`src/sv/lav_pkg.sv`:
```
package lav_pkg;

   // 1.0 in Q16.16, the fixed corner entry of the view matrix.
   localparam logic [31:0] ONE_Q16 = 32'h0001_0000;

   // One accepted camera pose as it waits for the back end.
   typedef struct packed {
      logic [2:0][31:0] pos;
      logic [2:0][32:0] dir;
      logic [2:0][31:0] upv;
      logic             skip;
   } pose_type;

   // Request and answer of the shared normalize unit.
   typedef struct packed {
      logic             start;
      logic [2:0][34:0] vec;
   } norm_req_type;

   typedef struct packed {
      logic             done;
      logic             zero;
      logic [2:0][17:0] unit;
   } norm_rsp_type;

   typedef enum logic [2:0] {
      U_IDLE,
      U_SHIFT,
      U_SQUARE,
      U_ROOT,
      U_LOAD,
      U_DIV
   } unit_state_type;

   typedef enum logic [2:0] {
      B_IDLE,
      B_NORM_F,
      B_NORM_U,
      B_CROSS_FU,
      B_NORM_S,
      B_CROSS_SF,
      B_DOT,
      B_EMIT
   } back_state_type;

   // Cyclic successors of a vector component index.
   function automatic logic [1:0] next1(input logic [1:0] i);
      logic [1:0] r;
      case (i)
         2'd0:    r = 2'd1;
         2'd1:    r = 2'd2;
         default: r = 2'd0;
      endcase
      return r;
   endfunction

   function automatic logic [1:0] next2(input logic [1:0] i);
      logic [1:0] r;
      case (i)
         2'd0:    r = 2'd2;
         2'd1:    r = 2'd0;
         default: r = 2'd1;
      endcase
      return r;
   endfunction

endpackage

```
`src/sv/lav_queue.sv`:
```
module lav_queue (
   input  logic              clock,
   input  logic              reset,
   input  logic              push,
   input  lav_pkg::pose_type wr_pose,
   output logic              full,
   input  logic              pop,
   output logic              rd_valid,
   output lav_pkg::pose_type rd_pose
);

   lav_pkg::pose_type entry_ff [2];
   logic              wr_ptr_ff, wr_ptr_in;
   logic              rd_ptr_ff, rd_ptr_in;
   logic [1:0]        count_ff, count_in;

   assign full     = (count_ff == 2'd2);
   assign rd_valid = (count_ff != 2'd0);
   assign rd_pose  = entry_ff[rd_ptr_ff];

   always_comb begin
      wr_ptr_in = wr_ptr_ff;
      rd_ptr_in = rd_ptr_ff;
      count_in  = count_ff;
      if (push && !full) begin
         wr_ptr_in = !wr_ptr_ff;
      end
      if (pop && rd_valid) begin
         rd_ptr_in = !rd_ptr_ff;
      end
      if ((push && !full) && !(pop && rd_valid)) begin
         count_in = count_ff + 2'd1;
      end else if (!(push && !full) && (pop && rd_valid)) begin
         count_in = count_ff - 2'd1;
      end
   end

   always_ff @(posedge clock) begin
      if (reset) begin
         wr_ptr_ff <= 1'b0;
         rd_ptr_ff <= 1'b0;
         count_ff  <= 2'd0;
      end else begin
         wr_ptr_ff <= wr_ptr_in;
         rd_ptr_ff <= rd_ptr_in;
         count_ff  <= count_in;
      end
   end

   always_ff @(posedge clock) begin
      if (push && !full) begin
         entry_ff[wr_ptr_ff] <= wr_pose;
      end
   end

endmodule

```
`config.mk`:
```
export PLATFORM = sky130hd
export DESIGN_NAME = lav_queue
export DESIGN_NICKNAME = d
export VERILOG_FILES = /design/src/sv/lav_pkg.sv /design/src/sv/lav_queue.sv
export SDC_FILE = /design/constraint.sdc
export NUM_CORES = 1
export LEC_CHECK = 0
export ABC_AREA = 0
export BUFFER_PORTS_ARGS = -buffer_cell sky130_fd_sc_hd__buf_2
export CAP_MARGIN = 10
export CORE_MARGIN = 10
export CORE_UTILIZATION = 30
export DETAILED_ROUTE_END_ITERATION = 10
export GPL_TIMING_DRIVEN = 1
export HOLD_SLACK_MARGIN = 0.08
export PLACE_DENSITY = 0.57
export SETUP_SLACK_MARGIN = 0.4
export SKIP_LAST_GASP = 1
export SYNTH_ARGS = -nofsm -noshare
export SYNTH_HDL_FRONTEND = slang
export SYNTH_SLANG_ARGS = --single-unit
```
`constraint.sdc`:
```
create_clock -name clock -period 7.95 [get_ports clock]
set_input_delay 0.795 -clock clock [delete_from_list [all_inputs] [get_ports clock]]
set_output_delay 0.795 -clock clock [all_outputs]
set_load 0.02 [all_outputs]
```
# Word level (Yosys, flattened, before mapping)
# Memory sizes are Yosys's and may differ from the RTL's. A register that Yosys moved wholly into a read port is not among the register bits.
# Cells that the tools add are included.
[totals]
ram_bits = 584
regBits = 4
latch_bits = 0
in_bits = 296
n_memories = 1
mem_bits_ro = 0
[op_classes]
mul = 0
n_reduce_logical = 11
div = 0
muxes = 6
n_shift = 0
n_eq_ne = 1
bitwise_logic = 0
magnitude_cmp = 0
add_sub_neg = 2
[mem_list]
columns = ["name", "depth", "word_bits", "read_ports", "rd_ports_with_merged_regs", "wr", "line", "source"]
rows = [
  ["entry_ff", 2, 292, 1, 1, 1, "lav_queue.sv:12", "lav_pkg::pose_type entry_ff [2];"],
]
[op_table]
columns = ["op", "count"]
rows = [
  ["$logic_not 1->1", 5],
  ["$logic_and 1x1->1", 4],
  ["$mux 1", 4],
  ["$mux 2", 2],
  ["$reduce_bool 2->1", 2],
  ["$add 2x1->2 const B", 1],
  ["$eq 2x2->1 const B", 1],
  ["$sub 2x1->2 const B", 1],
]

# Logic depth before layout (Yosys ltp)
# Gate-level depths: netlist of run 1.
[depth]
depth_word = 7
mapped_depth = 6
mapped_depth_nobuf = 6

# Worst setup path before layout of run 1
# Ideal clock, no wire load.
[synth_path]
path_type = "in2reg"
start = "in push"
end = "mem entry_ff[1][0] (netlist name), enable pin"
cell_stages = 3
t_arrival_ns = 7.611
path_slack_ns = -0.353
path_cell_list = "inv_1 -> nor2_1 -> and2_1"
[synth_between]
elab_chain_cells = 3
[synth_rtl]
columns = ["element", "line", "source"]
rows = [
  ["from (decl)", "lav_queue.sv:4", "input logic push,"],
  ["$logic_and 1x1->1", "lav_queue.sv:51", "if (push && !full) begin"],
  ["$mux 1", "lav_queue.sv:51", ""],
  ["$mux 1 (implied by the code)", "lav_queue.sv:52", "entry_ff[wr_ptr_ff] <= wr_pose;"],
  ["to (decl)", "lav_queue.sv:12", ""],
]
# No other way between the ends.

==> impl_metrics.ini, run 1 <==
[run_status]
status = finished, final reports clean

[worst_setup_path]
crit_type = flip-flop to output port
critical_path_buf_inv_count = 2
crit_path_max_fanout = 76
slowest_delay_ps = 980
critPathTopFamily = buffers and inverters
arrival_ps = 3180
cp.required_ps = 7150
crit_chain = buf_4, mux2_2, buf_2
critPathLaunchType = flip-flop
crit_slowest_cell = dfxtp_4
end_kind = output port

[logic_synthesis]
synthCells = 933
synth.distinct_cells = 15
yosys_register_bits = 589
yosysSeqAreaShare = 0.824
syn-num-nets = 1230
synth_edf_count = 584
synthFlopType = edfxtp_1
synth_warnings = 0
synth_area_per_cell_sq_um = 22.9
netlist_area_sq_um = 21400
synthArstFlopShare = 0

[final_layout]
n_fill_cell = 6513
seqCellArea_sq_um = 17600
syn_to_final_growth_pct = 27.6
drive_gt1_frac = 0.610
final_nets = 1857
multi_input_area_sq_um = 3400

[cts]
ctsHoldBuffers = 0
cts_root_buf = clkbuf_16
cts_resized = 0
htreeDepth = 2
cts_tree = built
clock-sinks = 589
post_cts_buffers = 0
numCtsBuffers = 61
clk_pin_slew_ps = 60
cts_buffer_depth = 3
clk_latency_ps = 610

[detailed_routing]
antenna_left = 0
drt-pass1-iter-count = 4
drc = 0
drt_wl_total_um = 51900
viasPerCell = 4.27
vias = 10900
wl_per_cell_um = 20.3
drtIter0Drc = 595

[die]
dieArea_sq_um = 82400
die_h_um = 287
core_sq_um = 70400
io_pins = 590
die_w_um = 287
rows = 97
floorplan.initialDensity = 0.304

[power_and_ir_drop]
ir_worst_vdd_mv = 0.202
p_leak_nw = 9.97
cellPowerDensity_nw_per_um2 = 340

[grt]
grt_pass1_wl_um = 74500
grt_max_degree = 150
grt.total_usage = 0.118
grt_antenna_before_repair = 8
grt_pass1_vias = 11900
overflow = 0

[timing]
setup_viol = 0
setup_ws_ps = 3980
slew_violations = 0
hold_viol = 0
worst_pin_slew_ps = 1130
finClkSkew_ps = 14.4
finalSetupTns_ps = 0
clock.fmax_mhz = 252
min_period_over_period = 0.500
fin_crit_ps = 3970
rsz0062_at_grt = no
fin_worst_hold_slack_ps = 370
relSlewSlack = 0.248

[placement]
io_buffers = 589
place_ws_ps = 4440
hpwl_um = 36300
gp_congestion = 0.787

[hold_path]
min_path_type = input port to flip-flop

[job]
maxCapViolations = 0
[cell usage after synthesis, types with 2 or more instances]
cell | instances | area (sq um)
edfxtp_1 | 584 | 17500
mux2_2 | 292 | 3290
buf_6 | 31 | 349
dfxtp_1 | 5 | 100
nor2_1 | 4 | 15.0
o21ai_0 | 3 | 15.0
xor2_1 | 3 | 26.3
a21oi_1 | 2 | 10.0
inv_1 | 2 | 7.51
or3_1 | 2 | 12.5
[layout by cell type (no fill, tap or decap), drive strengths merged]
master and instances:
or3 2, and2 1, edfxtp 584, mux2 292, xor2 3, bufinv 6
clkbuf 84, ha 1, buf 596, inv 4, clkinvlp 2, a21oi 2
dfxtp 5, nor2b 1, diode 7, or2 1, o21ai 3, nor2 4
clkinv 21
[cell type report]
| type | instances | area share |
|---|---|---|
| Clock buffer | 84 | 0.0613 |
| Inverter | 2 | 0.000550 |
| Sequential cell | 589 | 0.646 |
| Antenna cell | 7 | 0.000642 |
| Clock inverter | 31 | 0.0123 |
| Multi-Input combinational cell | 310 | 0.125 |
| Timing Repair Buffer | 596 | 0.111 |
| Tap cell | 940 | 0.0431 |
[layer usage]
| metal | global-route usage | wire (um) |
|---|---|---|
| met5 | 0 | 21 |
| met4 | 0.0410 | 1520 |
| met3 | 0.0435 | 4260 |
| met2 | 0.217 | 27700 |
| met1 | 0.121 | 18400 |
[worst paths after layout]
path,endpoint,cells after the start,start,slack (ps)
min,entry_ff[0][91]$_DFFE_PP_,1,wr_pose[91],370
max reg2reg,entry_ff[1][52]$_DFFE_PP_,5,count_ff[0]$_SDFFE_PP0P_,4850
max,rd_pose[140],3,flip-flop,3980
min reg2reg,wr_ptr_ff$_SDFFE_PP0N_,2,wr_ptr_ff$_SDFFE_PP0N_,500
[logic make-up after synthesis]
logic type                 Yosys count  share of synthesized area
and+or+nand+nor                      9                    0.00216
adders and majority gates            1                   0.000585
muxes                              292                      0.154
DFF                                589                      0.824
xor gates and xnor gates             3                    0.00123
AOI/OAI and AO/OA                    5                    0.00117
buffers and inverters               34                     0.0169
[where the power goes]
group	total, W	switching (W)	internal (W)
Combinational	0.00241	0.00150	0.000911
Sequential	0.00404	0.000135	0.00391
Clock	0.00281	0.00115	0.00167
Total	0.00927	0.00278	0.00649
[per-stage QoR]
step / cell area, sq um / power [W] / utilization / cells
2_1_floorplan: 21400 / 0.00586 / - / 933
3_3_place_gp: 25300 / 0.00655 / 0.359 / 2437
3_5_place_dp: 25300 / 0.00658 / 0.359 / 2437
4_1_cts: 27300 / 0.00943 / 0.388 / 2552
5_1_grt: 27300 / 0.00969 / 0.388 / 2558
6_report: 27300 / 0.00927 / 0.388 / 2559
[registers in the layout (all words and copies together), names as in the netlist, named ones only]
name,flops
entry_ff,584
wr_ptr_ff,1
count_ff,2
rd_ptr_ff,1
Note: power is estimated with default switching activity, not from simulation.
==> run 2, diff against run 1 <==
Clock period 7.95 ns to 3.55 ns, I/O delays scaled along.
==> impl_metrics.ini, run 2 (synthesis gave the netlist of run 1 again) <==
[worst_setup_path]
crit_slowest_cell = dfxtp_4
crit_type = flip-flop to output port
reg2reg_to = entry_ff[1][278]$_DFFE_PP_
critPathLaunchType = flip-flop
reg2reg_depth = 4
crit_path_max_fanout = 53
critPathTopFamily = buffers and inverters
crit_chain = buf_12, buf_12, mux2_2, buf_2
r2r_slack_ps = 1470
cp.depth = 4
cp_common_cell = buf_12
critical_path_buf_inv_count = 3
slowest_delay_ps = 610
cp.required_ps = 3190
arrival_ps = 2380
end_kind = output port
timing.rr.start = count_ff[1]$_SDFFE_PP0P_

[timing]
finalSetupTns_ps = 0
min_period_over_period = 0.771
hold_viol = 0
finClkSkew_ps = 15.9
relSlewSlack = 0.444
rsz0062_at_grt = no
slew_violations = 0
fin_crit_ps = 2740
clock.fmax_mhz = 365
worst_pin_slew_ps = 834
setup_viol = 0

[final_layout]
n_fill_cell = 6247
final_cell_mix = 589 x buf_2, 584 x edfxtp_1, 293 x dlygate4sd3_1
instances_no_fill = 2876
seqCellArea_sq_um = 17600
largest_reg_flops = 584
drive_gt1_frac = 0.520
final_area_sq_um = 30400
multi_input_area_sq_um = 3410
largestRegisters = entry_ff x584, count_ff x2
max_flop_register = entry_ff
final_nets = 2185
syn_to_final_growth_pct = 42.0
mostFrequentLayoutCell = buf_2

[cts]
clock-sinks = 589
htreeDepth = 2
clk_latency_ps = 610
numCtsBuffers = 61
cts_resized = 0
cts_buffer_depth = 3
cts_tree = built
clk_pin_slew_ps = 60
cts_root_buf = clkbuf_16

[power_and_ir_drop]
p_int_w = 0.0144
ir_worst_vdd_mv = 0.395
p_leak_nw = 11.3
swShare = 0.306
clkPwrFrac = 0.279
power_w = 0.0208
power_frac_seq = 0.432
p_comb_frac = 0.289
switchingPower_w = 0.00637
cellPowerDensity_nw_per_um2 = 685

[detailed_routing]
drtIter0Drc = 536
drc = 0
wl_per_cell_um = 19.9
antenna_left = 0
viasPerCell = 4.32
drt_wl_total_um = 57300
drt-pass1-iter-count = 4
vias = 12400

[die]
io_pins = 590
core_sq_um = 70400
dieArea_sq_um = 82400
rows = 97
floorplan.initialDensity = 0.304
die_h_um = 287
die_w_um = 287

[placement]
io_buffers = 589
gp_congestion = 0.814
dp.cells = 2472
placed_cell_area_sq_um = 25600
hpwl_um = 40900

[run_status]
status = finished, final reports clean

[job]
maxCapViolations = 0

[grt]
grt.total_usage = 0.133
grt_antenna_before_repair = 7
grt_max_degree = 94
overflow = 0
grt_pass1_wl_um = 85200
grt_pass1_vias = 13800

[hold_path]
whs_endpoint = wr_ptr_ff$_SDFFE_PP0N_
min_path_type = input port to flip-flop
hold_depth = 4
min_from = push
-- run 2: cell types whose count changed in the layout (fill, tap and decap cells not counted), moves of 5 or more --
cell           change
buf_12             +7
clkinv_1          +10
buf_4             +28
clkinv_2           -7
dlygate4sd3_1    +293
diode_2            -5
clkbuf_8           -6
bufinv_16          -5
-- run 2: what timing repair did --
| action | in CTS | in global routing |
|---|---|---|
| hold endpoints to repair | 589 | 0 |
| setup buffers | 0 | 0 |
| hold buffers | 293 | 0 |
-- run 2: power groups by stage --
stage                     Combinational [W]  Clock [W]  Sequential (W)
after global routing                0.00640    0.00630         0.00906
after detailed placement            0.00582          0         0.00913
after floorplan                     0.00387          0         0.00916
after global placement              0.00579          0         0.00911
final                               0.00601    0.00581         0.00898
after CTS                           0.00613    0.00601         0.00899
-- run 2: cell type report --
cell class,instances,area share
multi-input combinational,310,0.112
sequential,589,0.581
clock buffer,81,0.0541
tap,940,0.0387
timing repair buffer,924,0.208
clock inverter,28,0.00544
inverter,2,0.000371
antenna,2,0.000165
-- run 2: worst max-delay path by stage --
stage,startpoint,to,slack [ps]
6_report,flip-flop,rd_pose[204],810
2_1_floorplan,count_ff[1]$_SDFFE_PP0P_,entry_ff[0][0]$_DFFE_PP_,-1930
5_1_grt,flip-flop,rd_pose[206],670
3_3_place_gp,push,entry_ff[1][79]$_DFFE_PP_,1330
4_1_cts,flip-flop,rd_pose[206],730
3_5_place_dp,push,entry_ff[1][245]$_DFFE_PP_,1330
-- run 2: metal layers --
metal,global-route usage,share of wire
met3,0.0447,0.080
met2,0.239,0.52
met1,0.144,0.36
met5,0,0.00072
met4,0.0514,0.036
-- run 2: through the flow --
step / hold slack, ps / utilization / setup slack, ps
floorplan: 417 / - / -1930
global placement: 479 / 0.364 / 1330
detailed placement: 496 / 0.364 / 1330
CTS: 112 / 0.431 / 733
global route: 175 / 0.432 / 669
finish: 175 / 0.432 / 811
-- run 2: worst register-to-register path, cell delays in order (launching register included) --
cell and delay, ps:
dfxtp_2 330, nor2b_4 130, nor2_1 130, and2_4 710, buf_4 450
