$ cat src/sv/lav_pkg.sv
package lav_pkg;

   // 1.0 in Q16.16, the fixed corner entry of the view matrix.
   localparam logic [31:0] ONE_Q16 = 32'h0001_0000;

   // One accepted camera pose as it waits for the back end.
   typedef struct packed {
      logic [2:0][31:0] pos;
      logic [2:0][32:0] dir;
      logic [2:0][31:0] upv;
      logic             skip;
   } pose_type;

   // Request and answer of the shared normalize unit.
   typedef struct packed {
      logic             start;
      logic [2:0][34:0] vec;
   } norm_req_type;

   typedef struct packed {
      logic             done;
      logic             zero;
      logic [2:0][17:0] unit;
   } norm_rsp_type;

   typedef enum logic [2:0] {
      U_IDLE,
      U_SHIFT,
      U_SQUARE,
      U_ROOT,
      U_LOAD,
      U_DIV
   } unit_state_type;

   typedef enum logic [2:0] {
      B_IDLE,
      B_NORM_F,
      B_NORM_U,
      B_CROSS_FU,
      B_NORM_S,
      B_CROSS_SF,
      B_DOT,
      B_EMIT
   } back_state_type;

   // Cyclic successors of a vector component index.
   function automatic logic [1:0] next1(input logic [1:0] i);
      logic [1:0] r;
      case (i)
         2'd0:    r = 2'd1;
         2'd1:    r = 2'd2;
         default: r = 2'd0;
      endcase
      return r;
   endfunction

   function automatic logic [1:0] next2(input logic [1:0] i);
      logic [1:0] r;
      case (i)
         2'd0:    r = 2'd2;
         2'd1:    r = 2'd0;
         default: r = 2'd1;
      endcase
      return r;
   endfunction

endpackage

$ cat src/sv/lav_front.sv
module lav_front (
   input  logic                req_valid,
   output logic                req_ready,
   input  logic signed [31:0]  req_pos_x,
   input  logic signed [31:0]  req_pos_y,
   input  logic signed [31:0]  req_pos_z,
   input  logic signed [31:0]  req_aim_x,
   input  logic signed [31:0]  req_aim_y,
   input  logic signed [31:0]  req_aim_z,
   input  logic signed [31:0]  req_upv_x,
   input  logic signed [31:0]  req_upv_y,
   input  logic signed [31:0]  req_upv_z,
   input  logic                q_full,
   output logic                q_push,
   output lav_pkg::pose_type   q_pose
);

   logic [2:0][31:0] pos;
   logic [2:0][31:0] aim;

   assign pos = {req_pos_z, req_pos_y, req_pos_x};
   assign aim = {req_aim_z, req_aim_y, req_aim_x};

   assign req_ready = !q_full;
   assign q_push    = req_valid && !q_full;

   // The forward difference is exact in 33 bits. A pose whose forward or up
   // vector is zero is marked here so the back end skips the arithmetic.
   always_comb begin
      q_pose.pos = pos;
      q_pose.upv = {req_upv_z, req_upv_y, req_upv_x};
      for (int i = 0; i < 3; i++) begin
         q_pose.dir[i] = {aim[i][31], aim[i]} - {pos[i][31], pos[i]};
      end
      q_pose.skip = (q_pose.dir == '0) || (q_pose.upv == '0);
   end

endmodule

$ cat config.mk
export PLATFORM = sky130hd
export DESIGN_NAME = lav_front
export DESIGN_NICKNAME = d
export VERILOG_FILES = /design/src/sv/lav_pkg.sv /design/src/sv/lav_front.sv
export SDC_FILE = /design/constraint.sdc
export NUM_CORES = 1
export LEC_CHECK = 0
export ABC_AREA = 1
export BUFFER_PORTS_ARGS = -buffer_cell sky130_fd_sc_hd__buf_2
export CORE_AREA = 2 2 228 230
export DETAILED_ROUTE_END_ITERATION = 10
export DIE_AREA = 0 0 230 232
export SLEW_MARGIN = 40
export SYNTH_ARGS = -nofsm -noshare
export SYNTH_HDL_FRONTEND = slang
export SYNTH_SLANG_ARGS = --single-unit
$ cat constraint.sdc
create_clock -name vclk -period 3.8
set_clock_uncertainty 0.15 [all_clocks]
set_input_delay 0.57 -clock vclk [all_inputs]
set_output_delay 0.57 -clock vclk [all_outputs]
set_load 0.02 [all_outputs]
# Word level (Yosys, flattened, before mapping)
# Index checks and enable logic that the tools add are counted.
# W data, S select, Z words.
# word_totals
mem_count,0
in_bits,290
latch_bits,0
register_bits,0
out_inout_bits,294
romBits,0
mem_bits_rw,0
wordCells,8
# op_classes
eq_ne,0
mux,0
n_addsub,3
n_lt_le_gt_ge,0
bitwise_logic,0
reduce_logical,5
n_shift,0
n_div,0
mul,0
# ops
operator,n
$logic_not A99 Y1,1
$sub A32 B32 Y33,3
$logic_not A96 Y1,1
$logic_and A1 B1 Y1,1
$logic_not A1 Y1,1
$logic_or A1 B1 Y1,1

# Longest topological paths before layout
# Gate-level depths: netlist of run 1.
# depth
depth_word,3
mapped_depth,20

# Least setup slack after synthesis of run 1
# Ideal clock, no wire load.
# synth_path
path_kind,input to output
startpoint,input req_aim_y[0]
endpoint,output q_pose[0] (netlist bit)
slack_ps,493
arrival_time_ps,2587
cell_stages,18
path_cell_list,inv_1 ha_1 fa_1 inv_1 nand3_1 nand2_2 nand2_1 nand2_2 nand2_1 nand2_1 nand2_1 nand3_1 nand2_1 nor2_1 nand2_1 nor2_1 nand3_1 o21bai_2
# synth_rtl
element,line_no,text
from (decl),lav_front.sv:8,"input logic signed [31:0] req_aim_y,"
to (decl),lav_front.sv:15,output lav_pkg::pose_type q_pose

==> parameters.txt, run 1 <==
Parameter                              Value

Outcome
  Run status ... finished, final reports clean

Drt
  WL per Instance ... around 15 um
  Number of search-and-repair iterations in the first detailed-routing pass ... 5
  Number of vias per cell after detailed routing ... about 4.2
  Iteration-0 DRC Markers ... 874
  Total routed wirelength ... 54150 um
  Residual DRC ... 0
  Via Count ... 14.64k
  Antenna Nets Post-Route ... 0

Yosys
  Mean Syn Cell Area ... 4.804 sq um
  Synthesized netlist cell count ... between 2k and 2.5k
  Syn nets ... ~2.5k
  Yosys top cell area share ... 30.62%
  Biggest area consumer among synthesized cells ... nand2_1
  Post-synthesis instance area ... 0.01035 sq mm
  Count of yosys warnings during synthesis ... 0
  Area contributors post-synth ... nand2_1 31%, inv_1 20%, buf_4 14%, ha_1 12%, nor2_1 5.6%
  Sequential cell area fraction in the yosys report ... 0%
  Number of unique standard cell types used by synthesis ... 32

Setup path
  Buffers & Inverters on Critical Path ... 5
  Most used cell, CP ... nand2_1
  Dominant delay contributor by cell family on the critical path ... simple AND/OR/NAND/NOR gates
  Longest individual stage delay on the worst path ... roughly 360 ps
  Crit path arrival time ... ~3000 ps
  Startpoint class of the critical path ... input pin
  CP required ... 3080 ps
  Cell-by-cell listing of the critical path ... buf_2 > inv_1 > ha_1 > nand2_1 > nor2_2 > buf_4 > nand2_1 > nor2_1 > nand2_2 > nand3_1 > nand2_1 > nor2_2 > nand2_1 > nor2_2 > buf_6 > nand3_2 > o21bai_4 > buf_6
  Worst-path fanout max ... 4
  Kind of critical path ... in -> out
  Crit end category ... output port
  Slowest cell on the critical path ... ha_1

GRT
  Met1 routing resource usage after global routing ... 26.46%
  Busiest layer in global routing ... met2
  Pin count of the biggest net entering global routing ... 7
  Total global routing overflow ... 0
  Tot GR Track Use ... 18.77%
  Via count of the first global-routing pass ... 13.37k
  Met2 GRT Util ... 29.61%
  First-pass GRT wire length ... 76970 um
  GRT met3 Usage ... 4.568%
  Initial antenna violation count ... 27

STA
  Hold Worst Slack ... about 1200 ps
  Unrepaired setup endpoints after global routing ... true
  Total count of hold-check failures in the final report ... 0
  Relative slew margins ... a little under 70%
  Minimum clock period ... 3746 ps
  Final period utilization ... 98.59%
  Final count of pins violating max slew ... 0
  Setup slack of the critical path after layout ... 53.75 ps
  Total setup violations reported at the end of the flow ... 0
  F_max ... 266.9 MHz
  Measured slew at the worst slew-check pin ... 483.3 ps

Die
  Placeable core region ... about 0.05 sq mm
  Die area ... between 0.05 and 0.06 sq mm
  Starting density of the core ... between 20% and 30%
  Total number of placement rows ... 83
  Overall die width ... roughly 230 um
  Overall die height ... 232 um
  Ports ... 584

Power and ir drop
  Switching component of the power ... ~1.9 mW
  Cell internal pwr ... about 1.2 mW
  Largest voltage drop on the vdd net ... 0.07514 mV
  Switching power share of the total ... approximately three fifths
  Register share of total power ... 0%
  Leakage power of the design ... 10.19 nW
  Combinational fraction of design power ... 100.0%
  Power per Cell Area ... 196.8 mW/mm^2
  Share of power burned in the clock network ... 0%

Run
  Max-cap violations ... 0

Finish
  Area growth from synthesis to final layout ... 51.00%
  Number of flip-flops and latches ... 0
  Seq. cell area ... 0 sq um
  Most frequent standard cell in the layout excluding fill and tap cells ... nand2_1
  Final nets ... 3205
  Filler cell count in the final layout ... 5914
  Leading cell types in the layout, fill and taps excluded ... 773 x nand2_1, 579 x buf_2, 528 x inv_1, 268 x buf_4, 126 x nor2_1
  Layout clock buffers ... 0
  Fraction of final layout cells sized beyond drive strength 1 ... 38.24%
  Area of the multi-input gates ... 0.007711 sq mm

Hold path
  Worst min-delay path startpoint ... req_pos_z[0]
  Path class of the lowest-slack min-delay path ... in -> out
  Worst min-delay path endpoint ... q_pose[260]
  Worst Hold Path Cells ... 2

Clocking
  Hold buffers post-CTS ... 0

Place
  Final estimated routing congestion in global placement ... approximately 0.95
  Number of buffers added on ports ... 584
  DP Worst Slack ... -347.3 ps
  Dpl hpwl ... 49610 um
stage by stage:
step	std cells	cell area (sq um)	utilization [%]	total power [mW]	setup TNS [ps]
detailed placement	3490	14660	28.81	2.891	-347.3
CTS	3491	14820	29.12	2.927	-96.44
floorplan	2154	10350	-	1.619	0
global placement	3490	14660	28.81	2.895	-318.5
global route	3497	15600	30.65	3.363	-73.04
finish	3508	15630	30.71	3.075	0
worst max path at each step:
| stage | depth (start not counted) | from | endpoint |
|---|---|---|---|
| 5_1_grt | 18 | req_aim_z[0] | q_pose[0] |
| 3_3_place_gp | 22 | req_pos_x[0] | q_pose[0] |
| 2_1_floorplan | 18 | req_aim_y[0] | q_pose[0] |
| 6_report | 18 | req_pos_x[21] | q_pose[0] |
| 3_5_place_dp | 22 | req_pos_y[0] | q_pose[0] |
| 4_1_cts | 19 | req_aim_y[0] | q_pose[0] |
layout make-up:
cell class / instances / share of cell area (%)
diodes: 14 / 0.2242
repair buffers: 853 / 31.85
multi-input cells: 1416 / 49.35
inverters: 545 / 13.12
well taps: 680 / 5.445
synth_stat cells (all sizes together) (2+ instances only):
library cell	count
nand2	856
inv	543
buf	193
nor2	169
nand3	107
ha	96
a21oi	67
nand4	28
nor4	26
nand3b	18
nor3	18
a21o	5
o21bai	5
xor2	4
fa	3
o21a	3
o21ai	3
and2	2
clkinv	2
or2	2
xnor2	2
cells by family after synthesis:
| group | after synthesis | share of synthesized area (%) |
|---|---|---|
| xor+xnor | 6 | 0.5079 |
| simple gates | 1228 | 49.09 |
| buf+inv | 738 | 33.77 |
| compound gates | 83 | 4.438 |
| fa+ha+maj | 99 | 12.19 |
power groups by stage:
stage                clock (mW)  combinational (mW)  sequential [mW]
detailed placement            0                2.89                0
global placement              0                2.90                0
global route        0.000000106                3.36                0
floorplan                     0                1.62                0
finish              0.000000496                3.08                0
CTS                           0                2.93                0
what timing repair did:
item / 4_1_cts / 5_1_grt
buffers inserted: 1 / 4
gates resized for setup: 40 / 176
setup endpoints to repair: 1 / 1
pin swaps: 17 / 43
cloned: 0 / 0
per-layer routing:
metal  vias to the layer above  share of wire (%)  wire length, um
met5                         -               0.29              155
met4                        28                1.5              834
met3                        70                9.8             5317
met2                       508                 43            23200
met1                      6470                 46            24640
li1                       7559                  -                -
No activity file was read; power rests on OpenSTA's default activity.
==> run 2, diff against run 1 <==
Settings changed: CELL_PAD_IN_SITES_DETAIL_PLACEMENT set to 1, CELL_PAD_IN_SITES_GLOBAL_PLACEMENT set to 1, CORE_AREA 2 2 228 230 to 2 2 226 228, DIE_AREA 0 0 230 232 to 0 0 228 230, PLACE_DENSITY_LB_ADDON set to 0.1.
==> parameters.txt, run 2 (synthesis results as in run 1) <==
Parameter                              Value

Finish
  Share of the core filled with cells ... 29.82%
  Final nets ... 3135
  Most frequent standard cell in the layout excluding fill and tap cells ... nand2_1
  Leading cell types in the layout, fill and taps excluded ... 773 x nand2_1, 579 x buf_2, 533 x inv_1, 199 x buf_4, 130 x nor2_1
  Filler cell count in the final layout ... 7069
  Layout clock buffers ... 0
  Seq. cell area ... 0 sq um
  Post-route design area ... 0.01487 sq mm
  Number of flip-flops and latches ... 0
  Area of the multi-input gates ... 0.007521 sq mm
  Area growth from synthesis to final layout ... 43.71%
  Fraction of final layout cells sized beyond drive strength 1 ... 35.90%

STA
  Relative slew margins ... 47.43%
  Total count of hold-check failures in the final report ... 0
  Final period utilization ... a little over nine tenths
  Final count of pins violating max slew ... 0
  Total setup violations reported at the end of the flow ... 0
  F_max ... 272.3 MHz
  Measured slew at the worst slew-check pin ... 781.3 ps
  Unrepaired setup endpoints after global routing ... true
  Minimum clock period ... 3672 ps

Power and ir drop
  Combinational fraction of design power ... 100.0%
  Switching component of the power ... between 1.5 and 2 mW
  Register share of total power ... 0%
  Cell internal pwr ... 1.105 mW
  Power per Cell Area ... around 200 mW/mm^2
  Leakage power of the design ... 9.866 nW
  Share of power burned in the clock network ... 0%
  Largest voltage drop on the vdd net ... 0.07999 mV
  Switching power share of the total ... 62.69%

Place
  Number of buffers added on ports ... 584
  Placed cell area ... 0.01407 sq mm
  Final estimated routing congestion in global placement ... 0.9267
  Dpl hpwl ... 54510 um

Die
  Die area ... 0.05244 sq mm
  Total number of placement rows ... 82
  Overall die width ... 228 um
  Starting density of the core ... ~21%
  Ports ... 584
  Placeable core region ... 0.04986 sq mm
  Overall die height ... roughly 230 um

GRT
  Initial antenna violation count ... 5
  First-pass GRT wire length ... between 80000 and 90000 um
  Via count of the first global-routing pass ... 14.64k
  Pin count of the biggest net entering global routing ... 7
  Tot GR Track Use ... a little over a fifth
  Total global routing overflow ... 0

Drt
  WL per Instance ... 17.01 um
  Antenna Nets Post-Route ... 0
  Residual DRC ... 0
  Number of vias per cell after detailed routing ... 4.161
  Iteration-0 DRC Markers ... roughly 520
  Number of search-and-repair iterations in the first detailed-routing pass ... 5
  Via Count ... 14.22k
  Total routed wirelength ... 58140 um

Hold path
  Worst min-delay path endpoint ... q_pose[228]
  Worst Hold Path Cells ... 2
  Path class of the lowest-slack min-delay path ... in -> out
  Worst min-delay path startpoint ... req_pos_y[0]

Setup path
  CP required ... 3080 ps
  Crit end category ... output port
  Startpoint class of the critical path ... input pin
  Worst-path fanout max ... 4
  Crit path arrival time ... 2950 ps
  Kind of critical path ... in -> out

Run
  Max-cap violations ... 0

Outcome
  Run status ... finished, final reports clean

Clocking
  Hold buffers post-CTS ... 0
-- run 2: cell types whose count changed in the layout (fill, tap and decap cells not counted), sizes merged --
| cell | before | now |
|---|---|---|
| diode | 14 | 2 |
| clkinvlp | 0 | 1 |
| inv | 543 | 542 |
| buf | 853 | 783 |
-- run 2: how the worst max path moves through the flow --
stage / start / cells past startpoint / end / slack, ps
floorplan: req_aim_y[0] / 18 / q_pose[0] / 490
global placement: req_pos_y[0] / 17 / q_pose[0] / -270
detailed placement: req_pos_y[0] / 17 / q_pose[0] / -320
CTS: req_aim_y[0] / 18 / q_pose[0] / -50
global route: req_pos_x[4] / 21 / q_pose[0] / -40
finish: req_pos_y[7] / 18 / q_pose[0] / 130
-- run 2: what timing repair did --
action / 4_1_cts / 5_1_grt
pin swaps: 16 / 42
endpoints found under the setup margin: 1 / 1
resized for setup: 31 / 165
buffers inserted: 1 / 11
-- run 2: power groups by stage --
| stage | combinational (mW) | sequential, mW | clock (mW) |
|---|---|---|---|
| 2_1_floorplan | 1.62 | 0 | 0 |
| 3_3_place_gp | 2.83 | 0 | 0 |
| 3_5_place_dp | 2.84 | 0 | 0 |
| 4_1_cts | 2.87 | 0 | 0 |
| 5_1_grt | 3.26 | 0 | 0 |
| 6_report | 2.96 | 0 | 0.0000000718 |
-- run 2: layout make-up --
| class | count | share of cell area, % |
|---|---|---|
| Tap cell | 672 | 5.654 |
| Antenna cell | 2 | 0.03366 |
| Inverter | 545 | 13.80 |
| Timing Repair Buffer | 783 | 29.94 |
| Multi-Input combinational cell | 1416 | 50.58 |
-- run 2: metrics by stage --
stage | power (mW) | std cells | setup TNS [ps] | setup slack (ps) | hold slack, ps
final | 2.963 | 3418 | 0 | 128.2 | 1219
after global placement | 2.825 | 3404 | -274.9 | -274.9 | 1223
after detailed placement | 2.841 | 3404 | -315.6 | -315.6 | 1224
after CTS | 2.874 | 3405 | -53.40 | -53.40 | 1218
after global routing | 3.258 | 3416 | -41.45 | -41.45 | 1228
after floorplan | 1.619 | 2154 | 0 | 492.8 | 1067
-- run 2: layer usage --
layer  share of wire [%]  GRT usage (%)
met1                  52          30.97
met5               0.046              0
met4                0.51         0.9395
met3                 3.5          1.761
met2                  44          34.24
-- run 2: critical path: stages --
cell	delay, ps
buf_2	120
clkinvlp_4	170
ha_4	340
nand2_2	70
buf_4	140
nor2_2	130
nand3_1	140
nand3_2	130
nand2_1	90
nand4_1	100
nand2_1	150
nor2_2	190
nand2_1	80
nor2_1	90
buf_4	120
nand3_4	70
o21bai_4	140
buf_6	130
==> run 3, diff against run 2 <==
Clock period 3.8 ns to 3.55 ns, I/O delays scaled along.
==> parameters.txt, run 3 (synthesis results as in run 1) <==
Parameter                              Value

STA
  Total count of hold-check failures in the final report ... 0
  Setup slack of the critical path after layout ... -21.43 ps
  Hold Worst Slack ... 1142 ps
  Final period utilization ... 100.6%
  Minimum clock period ... 3571 ps
  F_max ... around 280 MHz
  Measured slew at the worst slew-check pin ... 551.4 ps
  Final count of pins violating max slew ... 0
  Relative slew margins ... 62.93%
  Total setup violations reported at the end of the flow ... 1
  Unrepaired setup endpoints after global routing ... true

Drt
  WL per Instance ... between 15 and 20 um
  Total routed wirelength ... approximately 60000 um
  Number of search-and-repair iterations in the first detailed-routing pass ... 5
  Via Count ... 15.02k
  Residual DRC ... 0
  Number of vias per cell after detailed routing ... 4.226
  Antenna Nets Post-Route ... 0
  Iteration-0 DRC Markers ... 609

Finish
  Filler cell count in the final layout ... roughly 7k
  Area growth from synthesis to final layout ... 58.74%
  Layout clock buffers ... 0
  Seq. cell area ... 0 sq um
  Area of the multi-input gates ... between 0.008 and 0.009 sq mm
  Post-route design area ... 0.01643 sq mm
  Number of flip-flops and latches ... 0
  Final cell count without fillers ... 3554
  Final nets ... 3272
  Most frequent standard cell in the layout excluding fill and tap cells ... nand2_1
  Leading cell types in the layout, fill and taps excluded ... 744 x nand2_1, 575 x buf_2, 528 x inv_1, 334 x buf_4, 115 x nor2_1
  Fraction of final layout cells sized beyond drive strength 1 ... approximately two fifths

Setup path
  Crit end category ... output port
  Crit path arrival time ... 2890 ps
  Worst-path fanout max ... 3
  Startpoint class of the critical path ... input pin
  CP required ... between 2000 and 3000 ps
  Kind of critical path ... in -> out

Power and ir drop
  Largest voltage drop on the vdd net ... 0.08424 mV
  Switching component of the power ... 2.089 mW
  Switching power share of the total ... 59.59%
  Power per Cell Area ... 213.4 mW/mm^2
  Leakage power of the design ... between 10 and 15 nW
  Share of power burned in the clock network ... 0%
  Combinational fraction of design power ... 100.0%
  Cell internal pwr ... 1.416 mW
  Register share of total power ... 0%

Hold path
  Path class of the lowest-slack min-delay path ... in -> out
  Worst Hold Path Cells ... 2
  Worst min-delay path endpoint ... q_pose[228]
  Worst min-delay path startpoint ... req_pos_y[0]

GRT
  Pin count of the biggest net entering global routing ... 7
  Initial antenna violation count ... 10
  Tot GR Track Use ... between 20% and 30%
  Via count of the first global-routing pass ... 15.42k
  First-pass GRT wire length ... 88700 um
  Total global routing overflow ... 0

Die
  Ports ... 584
  Die area ... roughly 0.052 sq mm
  Starting density of the core ... 20.75%
  Placeable core region ... 0.04986 sq mm
  Overall die width ... 228 um
  Overall die height ... 230 um
  Total number of placement rows ... 82

Place
  Dpl hpwl ... 55790 um
  Placed cell area ... 0.01509 sq mm
  Cell total after placement ... 3540
  Number of buffers added on ports ... just under 600
  Final estimated routing congestion in global placement ... approximately 0.96

Outcome
  Violated checks ... negative setup slack
  Run status ... finished, violations left

Run
  Max-cap violations ... 0

Clocking
  Hold buffers post-CTS ... 0
run 3: changes by cell type in the layout (fill, tap and decap cells not counted), moves of 8 or more:
cell / change
a21oi_1: -10
buf_4: +135
ha_1: -21
ha_2: +9
ha_4: +12
nand2_1: -29
nand2_2: +25
nor2_1: -15
nor2_4: +8
run 3: worst max-delay path by stage:
stage	startpoint	endpoint	cells past startpoint
6_report	req_pos_x[1]	q_pose[0]	22
4_1_cts	req_aim_y[0]	q_pose[0]	18
2_1_floorplan	req_aim_y[0]	q_pose[0]	18
3_5_place_dp	req_pos_y[0]	q_pose[0]	17
5_1_grt	req_pos_x[10]	q_pose[0]	20
3_3_place_gp	req_pos_y[0]	q_pose[0]	17
run 3: timing repair:
item                       4_1_cts  5_1_grt
setup endpoints to repair        3        3
gates resized for setup         53      258
pin swaps                       25       68
setup buffers                    2       11
run 3: cell type report:
class                           count  area share [%]
Antenna cell                        1         0.01523
Inverter                          545           12.49
Timing Repair Buffer              920           33.57
Multi-Input combinational cell   1416           48.80
Tap cell                          672           5.119
run 3: layer usage:
| layer | GRT usage [%] | routed length [um] | vias up |
|---|---|---|---|
| met2 | 35.43 | 26790 | 358 |
| met4 | 1.695 | 512 | 6 |
| met1 | 31.40 | 29760 | 6966 |
| li1 | - | - | 7661 |
| met3 | 1.773 | 2565 | 28 |
| met5 | 0 | 34 | - |
run 3: power by group through the flow:
stage	clock [mW]	sequential (mW)	combinational, mW
after floorplan	0	0	1.73
after global placement	0	0	3.24
after detailed placement	0	0	3.27
after CTS	0	0	3.33
after global routing	0	0	3.85
final	0.0000000387	0	3.50
run 3: stage by stage:
| stage | total power [mW] | setup TNS, ps | util [%] | setup slack [ps] |
|---|---|---|---|---|
| after detailed placement | 3.271 | -595.9 | 30.26 | -488.4 |
| after CTS | 3.326 | -207.0 | 30.66 | -207.0 |
| after global placement | 3.245 | -512.1 | 30.26 | -463.6 |
| after floorplan | 1.733 | 0 | - | 317.8 |
| final | 3.505 | -21.43 | 32.94 | -21.43 |
| after global routing | 3.848 | -213.0 | 32.94 | -213.0 |
run 3: worst max-delay path: stages:
cell and delay [ps]:
clkbuf_4 150, buf_4 110, inv_1 30, ha_1 290
nand2_1 60, nor2_1 50, nand2_1 120, nand3_4 110
nand2_2 80, nand2_1 70, buf_4 150, nand2_1 90
nand2_1 70, nand2_1 70, nand2_2 80, nor2_2 120
nand2_1 70, nor2_2 130, buf_6 130, nand3_4 80
o21bai_4 140, buf_6 130
